### config.mk
export PLATFORM = sky130hd
export DESIGN_NAME = lru_key_value_cache_unit
export DESIGN_NICKNAME = d
export VERILOG_FILES = /design/src/hw/rtl/lkvc_pkg.sv /design/src/hw/rtl/lru_key_value_cache_unit.sv
export SDC_FILE = /design/constraint.sdc
export NUM_CORES = 2
export LEC_CHECK = 0
export BUFFER_PORTS_ARGS = -buffer_cell sky130_fd_sc_hd__buf_2
export CAP_MARGIN = 40
export CELL_PAD_IN_SITES_DETAIL_PLACEMENT = 0
export CELL_PAD_IN_SITES_GLOBAL_PLACEMENT = 1
export CORE_ASPECT_RATIO = 0.7
export CORE_MARGIN = 2
export CORE_UTILIZATION = 35
export CTS_CLUSTER_DIAMETER = 40
export DETAILED_ROUTE_END_ITERATION = 6
export PLACE_DENSITY_LB_ADDON = 0.1
export SYNTH_ARGS = -nofsm -noshare
export SYNTH_HDL_FRONTEND = slang
export SYNTH_SLANG_ARGS = --single-unit
### constraint.sdc
create_clock -name i_clk -period 7.8 [get_ports i_clk]
set_input_delay 0.39 -clock i_clk [delete_from_list [all_inputs] [get_ports i_clk]]
set_output_delay 0.39 -clock i_clk [all_outputs]
set_load 0.01 [all_outputs]
### src/hw/rtl/lkvc_pkg.sv
// ----------------------------------------------------------------------------
// LRU key/value cache package
// Sizes, widths and types shared by the cache unit.
// ----------------------------------------------------------------------------
package lkvc_pkg;

    localparam int ENTRIES = 16;
    localparam int IDX_W   = (ENTRIES > 1) ? $clog2(ENTRIES) : 1;
    localparam int CNT_W   = $clog2(ENTRIES + 1);
    localparam int KEY_W   = 32;
    localparam int VAL_W   = 32;
    localparam int CFG_W   = 5;

    localparam logic [CFG_W-1:0] CAPACITY_RESET = CFG_W'(16);

    typedef enum logic {
        OP_GET = 1'b0,
        OP_PUT = 1'b1
    } t_op;

    typedef logic [IDX_W-1:0]        t_idx;
    typedef logic [IDX_W-1:0]        t_rank;
    typedef logic [CNT_W-1:0]        t_cnt;
    typedef logic signed [KEY_W-1:0] t_key;
    typedef logic signed [VAL_W-1:0] t_val;

endpackage

### src/hw/rtl/lru_key_value_cache_unit.sv
// ----------------------------------------------------------------------------
// LRU key/value cache unit
// Fully associative key/value store with least-recently-used replacement.
// ----------------------------------------------------------------------------
//
//  channel   | handshake                     | payload
//  ----------+-------------------------------+---------------------------------
//  request   | start / busy                  | i_operation, i_lookup_key,
//            |                               | i_write_value
//  result    | o_result_valid (strobe)       | o_hit, o_read_value
//  config    | i_cfg_valid / o_cfg_ready     | i_cfg_data (capacity in use)
//
//  One request per cycle; the result strobe is registered from r_req_vld,
//  the registered start. The request register feeds a parallel key compare,
//  rank update and the result register; busy never rises.
//  Reset clears valid bits, recency ranks and the fill count, and sets the
//  capacity to 16. Key and value stores are not cleared.
//  The receiver cannot stall the result; config is always ready.
//
module lru_key_value_cache_unit (
    input  logic                      i_clk,
    input  logic                      i_rst_n,
    input  logic                      start,
    output logic                      busy,
    input  logic                      i_operation,
    input  logic signed [31:0]        i_lookup_key,
    input  logic signed [31:0]        i_write_value,
    output logic                      o_result_valid,
    output logic                      o_hit,
    output logic signed [31:0]        o_read_value,
    input  logic                      i_cfg_valid,
    output logic                      o_cfg_ready,
    input  logic [4:0]                i_cfg_data
);

    localparam int N = lkvc_pkg::ENTRIES;

    // request register
    logic             r_req_vld;
    lkvc_pkg::t_op    r_op;
    lkvc_pkg::t_key   r_key;
    lkvc_pkg::t_val   r_val;

    // cache state
    logic [N-1:0]     r_valid;
    lkvc_pkg::t_rank  r_rank [N];
    lkvc_pkg::t_key   r_key_mem [N];
    lkvc_pkg::t_val   r_val_mem [N];
    lkvc_pkg::t_cnt   r_entries_used;
    logic [lkvc_pkg::CFG_W-1:0] r_capacity;

    // result register
    logic             r_result_valid;
    logic             r_hit;
    lkvc_pkg::t_val   r_read_value;

    // lookup and decision
    logic [N-1:0]     hit_vec;
    logic             hit_any;
    lkvc_pkg::t_idx   hit_idx;
    lkvc_pkg::t_idx   free_idx;
    lkvc_pkg::t_idx   victim_idx;
    lkvc_pkg::t_rank  lru_rank;
    lkvc_pkg::t_cnt   eff_cap;
    logic             can_fill;

    logic             do_promote;
    logic             age_all;
    lkvc_pkg::t_idx   promote_idx;
    lkvc_pkg::t_rank  promote_rank;
    logic             wr_key;
    logic             wr_val;
    lkvc_pkg::t_idx   wr_idx;
    logic             set_valid;
    logic             inc_used;

    logic [N-1:0]     n_valid;
    lkvc_pkg::t_rank  n_rank [N];
    lkvc_pkg::t_cnt   n_entries_used;
    logic             n_hit;
    lkvc_pkg::t_val   n_read_value;

    assign busy        = 1'b0;
    assign o_cfg_ready = 1'b1;

    assign o_result_valid = r_result_valid;
    assign o_hit          = r_hit;
    assign o_read_value   = r_read_value;

    // parallel key compare and priority picks
    always_comb begin
        hit_vec    = '0;
        hit_idx    = '0;
        free_idx   = '0;
        victim_idx = '0;
        lru_rank   = lkvc_pkg::t_rank'(r_entries_used - lkvc_pkg::t_cnt'(1));
        for (int i = N - 1; i >= 0; i--) begin
            hit_vec[i] = r_valid[i] && (r_key_mem[i] == r_key);
            if (hit_vec[i]) begin
                hit_idx = lkvc_pkg::t_idx'(i);
            end
            if (!r_valid[i]) begin
                free_idx = lkvc_pkg::t_idx'(i);
            end
            if (r_valid[i] && (r_rank[i] == lru_rank)) begin
                victim_idx = lkvc_pkg::t_idx'(i);
            end
        end
        hit_any = |hit_vec;
    end

    // clamp capacity to 1..ENTRIES
    always_comb begin
        if (r_capacity == '0) begin
            eff_cap = lkvc_pkg::t_cnt'(1);
        end else if (int'(r_capacity) > N) begin
            eff_cap = lkvc_pkg::t_cnt'(N);
        end else begin
            eff_cap = lkvc_pkg::t_cnt'(r_capacity);
        end
        can_fill = r_entries_used < eff_cap;
    end

    // decide the update for the registered request
    always_comb begin
        do_promote   = 1'b0;
        age_all      = 1'b0;
        promote_idx  = hit_idx;
        promote_rank = r_rank[hit_idx];
        wr_key       = 1'b0;
        wr_val       = 1'b0;
        wr_idx       = hit_idx;
        set_valid    = 1'b0;
        inc_used     = 1'b0;
        n_hit        = hit_any;
        n_read_value = '0;
        if (r_req_vld) begin
            if (hit_any) begin
                do_promote = 1'b1;
                wr_val     = (r_op == lkvc_pkg::OP_PUT);
                if (r_op == lkvc_pkg::OP_GET) begin
                    n_read_value = r_val_mem[hit_idx];
                end
            end else if (r_op == lkvc_pkg::OP_GET) begin
                n_read_value = '1;
            end else if (can_fill) begin
                // fill the lowest free entry, age every valid one
                do_promote  = 1'b1;
                age_all     = 1'b1;
                promote_idx = free_idx;
                wr_key      = 1'b1;
                wr_val      = 1'b1;
                wr_idx      = free_idx;
                set_valid   = 1'b1;
                inc_used    = 1'b1;
            end else begin
                // replace the least recent entry
                do_promote   = 1'b1;
                promote_idx  = victim_idx;
                promote_rank = lru_rank;
                wr_key       = 1'b1;
                wr_val       = 1'b1;
                wr_idx       = victim_idx;
            end
        end
    end

    // rank and valid next state
    always_comb begin
        n_valid        = r_valid;
        n_entries_used = r_entries_used + lkvc_pkg::t_cnt'(inc_used);
        for (int i = 0; i < N; i++) begin
            n_rank[i] = r_rank[i];
            if (do_promote) begin
                if (lkvc_pkg::t_idx'(i) == promote_idx) begin
                    n_rank[i] = '0;
                end else if (r_valid[i] && (age_all || (r_rank[i] < promote_rank))) begin
                    n_rank[i] = r_rank[i] + lkvc_pkg::t_rank'(1);
                end
            end
        end
        if (set_valid) begin
            n_valid[free_idx] = 1'b1;
        end
    end

    always_ff @(posedge i_clk) begin
        if (!i_rst_n) begin
            r_req_vld      <= 1'b0;
            r_result_valid <= 1'b0;
            r_valid        <= '0;
            r_entries_used <= '0;
            r_capacity     <= lkvc_pkg::CAPACITY_RESET;
            for (int i = 0; i < N; i++) begin
                r_rank[i] <= '0;
            end
        end else begin
            r_req_vld      <= start && !busy;
            r_result_valid <= r_req_vld;
            r_valid        <= n_valid;
            r_entries_used <= n_entries_used;
            for (int i = 0; i < N; i++) begin
                r_rank[i] <= n_rank[i];
            end
            if (i_cfg_valid && o_cfg_ready) begin
                r_capacity <= i_cfg_data;
            end
        end
    end

    // payload and stores, no reset
    always_ff @(posedge i_clk) begin
        if (start && !busy) begin
            r_op  <= lkvc_pkg::t_op'(i_operation);
            r_key <= i_lookup_key;
            r_val <= i_write_value;
        end
        if (r_req_vld) begin
            r_hit        <= n_hit;
            r_read_value <= n_read_value;
        end
        if (wr_key) begin
            r_key_mem[wr_idx] <= r_key;
        end
        if (wr_val) begin
            r_val_mem[wr_idx] <= r_val;
        end
    end

`ifndef SYNTHESIS
    a_used_matches_valid: assert property (@(posedge i_clk) disable iff (!i_rst_n)
        $countones(r_valid) == int'(r_entries_used))
        else $error("fill count disagrees with valid bits");

    a_used_bounded: assert property (@(posedge i_clk) disable iff (!i_rst_n)
        int'(r_entries_used) <= N)
        else $error("fill count exceeds entries");

    a_result_follows_request: assert property (@(posedge i_clk) disable iff (!i_rst_n)
        r_req_vld |=> o_result_valid)
        else $error("request produced no result");

    a_no_hit_when_empty: assert property (@(posedge i_clk) disable iff (!i_rst_n)
        (r_req_vld && (r_valid == '0)) |=> !o_hit)
        else $error("hit reported with no valid entries");

    a_key_unique: assert property (@(posedge i_clk) disable iff (!i_rst_n)
        r_req_vld |-> $onehot0(hit_vec))
        else $error("key matches more than one entry");
`endif

endmodule
### Word level (Yosys, flattened, before mapping)

Memories as Yosys holds them, arrays and structs flattened.
Index checks and enable logic that the tools add are counted.

* bits in registers: 126
* memory bits (writable): 1088
* bits of input ports: 74
* output and inout port bits: 36
* word-level logic and storage cells: 327
* memories kept: 3

* add/sub/neg operators: 18
* order comparisons: 20
* equality and inequality tests: 47
* muxes and demuxes: 144
* bitwise logic cells: 17
* reduce and logical (&&, ||, !) cells: 68

Memories
* r_key_mem: words 16, bits a word 32, read ports 16, clocked after Yosys merged registers in 0, write ports 1, RTL line lru_key_value_cache_unit.sv:47 `lkvc_pkg::t_key r_key_mem [N];`
* r_val_mem: words 16, bits a word 32, read ports 1, clocked after Yosys merged registers in 0, write ports 1, RTL line lru_key_value_cache_unit.sv:48 `lkvc_pkg::t_val r_val_mem [N];`
* r_rank: words 16, bits a word 4, read ports 17, clocked after Yosys merged registers in 0, write ports 16, RTL line lru_key_value_cache_unit.sv:46 `lkvc_pkg::t_rank r_rank [N];`

Operators with widths (number)
* $eq 32x32->1: 16
* $mux 4: 120
* $mux 32: 3
* $add 4x1->4 const B: 16
* $eq 4x4->1: 16
* $lt 4x4->1: 16
* $logic_and 1x1->1: 49
* $eq 4x4->1 const A: 8
* $mux 1: 18
* $eq 3x4->1 const A: 4
* $logic_or 1x1->1: 16
* $or 1x1->1: 16
* $or 16x16->16: 1
* $reduce_or 16->1: 1
* $mux 5: 2
* $eq 2x4->1 const A: 2
* $add 5x1->5: 1
* $gt 5x5->1 const B: 1
* $logic_not 5->1: 1
* $lt 4x5->1 const B: 1
* $lt 5x5->1: 1
* $demux 1 s4: 1
* $eq 1x4->1 const A: 1
* $ge 4x1->1 const B: 1
* 2 further kinds: 2

### Logic depth before layout (Yosys ltp)

An unclocked memory read counts as a cell.

* word-level depth: 31
* gate-level depth with buffers: 27
* mapped depth without buffers: 23

### Worst setup path after synthesis

OpenSTA, ideal clock, no wires.

* path type: register -> register
* from: reg r_key[29]
* to: mem r_rank[9][2] (netlist bit)
* setup time: 0.074 ns
* arrival: 6.416 ns
* required time: 7.726 ns
* slack: 1.310 ns
* stages on the path, launching flop included: 25
* path buffers: 3
* clock period less this slack: 6.490 ns
* cells stage by stage: edfxtp_1 > buf_2 > buf_2 > xor2_1 > nor4_1 > nand4_1 > or4_1 > a21oi_1 > o21ai_0 > a21bo_2 > a21oi_1 > a2bb2oi_1 > clkbuf_1 > mux2_2 > o211ai_1 > o211ai_1 > a31oi_1 > ha_1 > a21oi_1 > nor2_1 > nor2_1 > nor3b_1 > a22oi_2 > or4_1 > a31oi_1

RTL lines
* from (decl): RTL line lru_key_value_cache_unit.sv:41 `lkvc_pkg::t_key r_key;`
* from (signal assigned): RTL line lru_key_value_cache_unit.sv:215 `r_key <= i_lookup_key;`
* to (decl): RTL line lru_key_value_cache_unit.sv:46

==> run_results.csv <==
group,metric,value,unit
worst_setup_path,crit_start,"r_key[3]",
layout,drive_above_1_share,14.24,%
logic_synthesis,synth_edf_count,1122,
worst_setup_path,reg2regPathDepth,21,
power,power.density,244.7,nW/um2
logic_synthesis,yosysUniqueCellTypes,87,
drt,wl,176400,um
timing,worst_slack,0.7950,ns
cts,cts_tree,"built",
cts,cts_sinks,1214,
logic_synthesis,ys.flop_type,"edfxtp_1",
drt,vias,35280,
timing,setup_viol,0,
min_path,hp-class,"input pin to flip-flop",
logic_synthesis,synth.top_cells.by_count,"edfxtp_1 (1122), xor2_1 (346), a211oi_1 (265)",
worst_setup_path,cp-endpoint,"r_rank[1][2]",
logic_synthesis,ys_seq_area_share,64.24,%
placed_design,port_buffers,107,
worst_setup_path,r2r_start,"r_key[3]",
placed_design,routabilityCongestion,0.8482,
floorplanning,die_width,479.2,um
cts,insertion_delay,0.82,ns
placed_design,pre_cts_ws,0.9836,ns
global_route,grtUsageTotal,21.64,%
drt,ant_nets,0,
global_route,grt_antenna_before_repair,14,
floorplanning,rows,122,
power,p_leak,22.43,nW
drt,wl_per_cell,26.76,um
timing,slew_violations,0,
floorplanning,core,157500,um2
floorplanning,die_h,336.6,um
timing,fin_crit_sh,89.81,%
timing,worstMarginPinSlew,1.256,ns
timing,grt_setup_unrepaired,"no",
logic_synthesis,synth_area_leader_cell,"edfxtp_1",
layout,multi_input_area,18730,um2
worst_setup_path,crit_path_max_fanout,30,
timing,whs,0.1148,ns
worst_setup_path,critPathKind,"flip-flop to flip-flop",
logic_synthesis,syn_nets,4197,
layout,fin_nets,4485,
logic_synthesis,synth.most_common_cell,"edfxtp_1",
worst_setup_path,rr_endpoint,"r_rank[1][2]",
drt,dr.pass1.iters,7,
drt,drt-vias-per-instance,5.353,
logic_synthesis,synth_area_leaders,"edfxtp_1 (61%), xor2_1 (5.5%), a211oi_1 (3.6%)",
floorplanning,die_area,161300,um2
run,maxCapViolations,0,
timing,max_clock_freq,0.1428,GHz
global_route,grt_pass1_vias,33590,
timing,tns,0,ns
logic_synthesis,ys_ff_latch,1214,
worst_setup_path,cp-start-kind,"flip-flop",
layout,final_core_util,41.89,%
logic_synthesis,synthCells,4052,
run_status,status,"finished, final reports clean",
cts,htree_levels,4,
drt,dr.first_iter.drc_count,3463,
global_route,grt_max_degree,206,
power,p_total,16.15,mW
layout,area_growth,19.28,%
floorplanning,start_util,35.12,%
cts,cts-root-buf,"clkbuf_16",
timing,finalHoldViolations,0,
logic_synthesis,syn_area,55320,um2
floorplanning,io_pins,110,
worst_setup_path,cp-end-kind,"flip-flop",
power,ir_drop,0.1983,mV
worst_setup_path,arrival,7.72,ns
timing,slew_headroom,16.26,%
worst_setup_path,cp.required,8.51,ns
global_route,grt-ovfl-total,0,
timing,period_needed,7.005,ns
global_route,grt_pass1_wl,250200,um
cts,cts_buffers,165,
cts,clkTransAtPathRegs,0.05,ns
placed_design,dpl.hpwl,110400,um
timing,clock_skew,0.06622,ns
cts,clockBufferDepth,3,
layout,fillCellCount,14510,
worst_setup_path,timing.reg2reg.setup_slack,0.80,ns
layout,seq_area,35540,um2
logic_synthesis,yosysTopAreaCellShare,60.91,%
logic_synthesis,syn_avg_cell_area,13.65,um2
drt,drc,0,
logic_synthesis,synthArstFlopShare,0,%
logic_synthesis,yosysWarnings,0,
[power by group]
part	leakage [nW]	switching [mW]	internal, mW	total (mW)
Sequential	10.9	0.106	7.22	7.32
Combinational	8.73	0.595	0.282	0.878
Clock	2.80	3.08	4.87	7.94
Total	22.4	3.78	12.4	16.1
[per-layer routing]
layer	routed length [um]	vias up	GRT usage (%)	share of wire [%]
met2	68510	1091	28.46	39
li1	-	16210	-	-
met3	12020	198	4.545	6.8
met4	2457	2	4.302	1.4
met1	93380	17790	35.57	53
met5	13	-	0	0.0074
[kinds of logic (layout without fill, tap and decap cells)]
| family | Yosys count | count (layout) | share of synthesized area (%) |
|---|---|---|---|
| and+or+nand+nor | 1069 | 1069 | 10.75 |
| AOI/OAI and AO/OA | 677 | 677 | 8.733 |
| buffers and inverters | 293 | 722 | 2.441 |
| DFF | 1214 | 1214 | 64.24 |
| xor gates and xnor gates | 564 | 564 | 9.269 |
| other | 2 | 5 | 0.01358 |
| adders and majority gates | 71 | 71 | 1.606 |
| muxes | 162 | 162 | 2.954 |
[how the worst min path moves through the flow]
stage / startpoint / depth (start not counted) / endpoint
6_report: start / 1 / r_val[18]
5_1_grt: start / 1 / r_val[18]
4_1_cts: start / 1 / r_val[18]
3_5_place_dp: r_rank[15][3] / 2 / r_rank[15][3]
3_3_place_gp: r_rank[15][3] / 2 / r_rank[15][3]
2_1_floorplan: r_rank[15][3] / 2 / r_rank[15][3]
[flip-flops by register name, indices dropped and copies added (netlist names)]
name / flops
r_key: 32
r_capacity: 5
r_val: 32
o_hit: 1
o_read_value: 32
r_rank: 64
r_key_mem: 512
r_op: 1
r_val_mem: 512
r_entries_used: 5
r_req_vld: 1
r_valid: 16
o_result_valid: 1
[cells in the final DEF, fill, tap and decap left out, types with 21 or more instances in the layout]
cell / count
a31oi_1: 25
o211ai_1: 37
nor3_1: 53
nand4_1: 120
a21oi_1: 122
buf_12: 26
nor2_4: 25
nor4_1: 163
o2111ai_1: 22
xor2_1: 346
o31ai_1: 34
o21ai_0: 45
ha_1: 71
buf_2: 106
mux2i_1: 152
nand3_1: 100
inv_1: 58
and3_1: 21
nor2b_1: 146
nor2_1: 106
dlygate4sd3_1: 76
clkbuf_1: 27
clkbuf_16: 172
nand2b_1: 47
dfxtp_1: 91
o21a_1: 27
edfxtp_1: 1122
bufinv_16: 22
nand2_1: 154
a211oi_1: 265
buf_4: 139
xnor2_1: 204
[layout make-up]
cell class | count | share of cell area (%)
Antenna cell | 3 | 0.01138
Inverter | 60 | 0.3413
Sequential cell | 1214 | 53.86
Timing Repair Buffer | 354 | 4.549
Clock buffer | 203 | 6.760
Clock inverter | 105 | 2.097
Multi-Input combinational cell | 2545 | 28.39
Tap cell | 2108 | 3.997
[per-stage QoR]
stage,instances,cell area [um2]
after global routing,6590,65980
after detailed placement,6205,59370
final,6592,65980
after global placement,6195,59200
after CTS,6589,65970
after floorplan,4052,55320
[what timing repair did]
action,in CTS,in global routing
hold buffers,76,0
endpoints found under the hold margin,70,0
buffers inserted,0,0
resized for setup,0,0
[worst max-delay path: stages, from the launching register on]
cell and delay [ns]:
edfxtp_1 0.48, buf_4 0.56, xor2_1 0.17, nor4_1 0.55, nand4_1 0.21, nor4_1 0.42
clkdlybuf4s18_2 0.32, nor2_1 0.08, or4_1 0.43, o311a_4 0.29, mux2_2 0.36, o21ai_0 0.44
o211ai_1 0.16, a31oi_2 0.51, buf_12 0.23, ha_1 0.24, o21a_1 0.10, o2111ai_1 0.29
nand2_1 0.11, and2_1 0.21, or4_1 0.47, a31oi_1 0.17
Power figures use the tool's default switching activity.
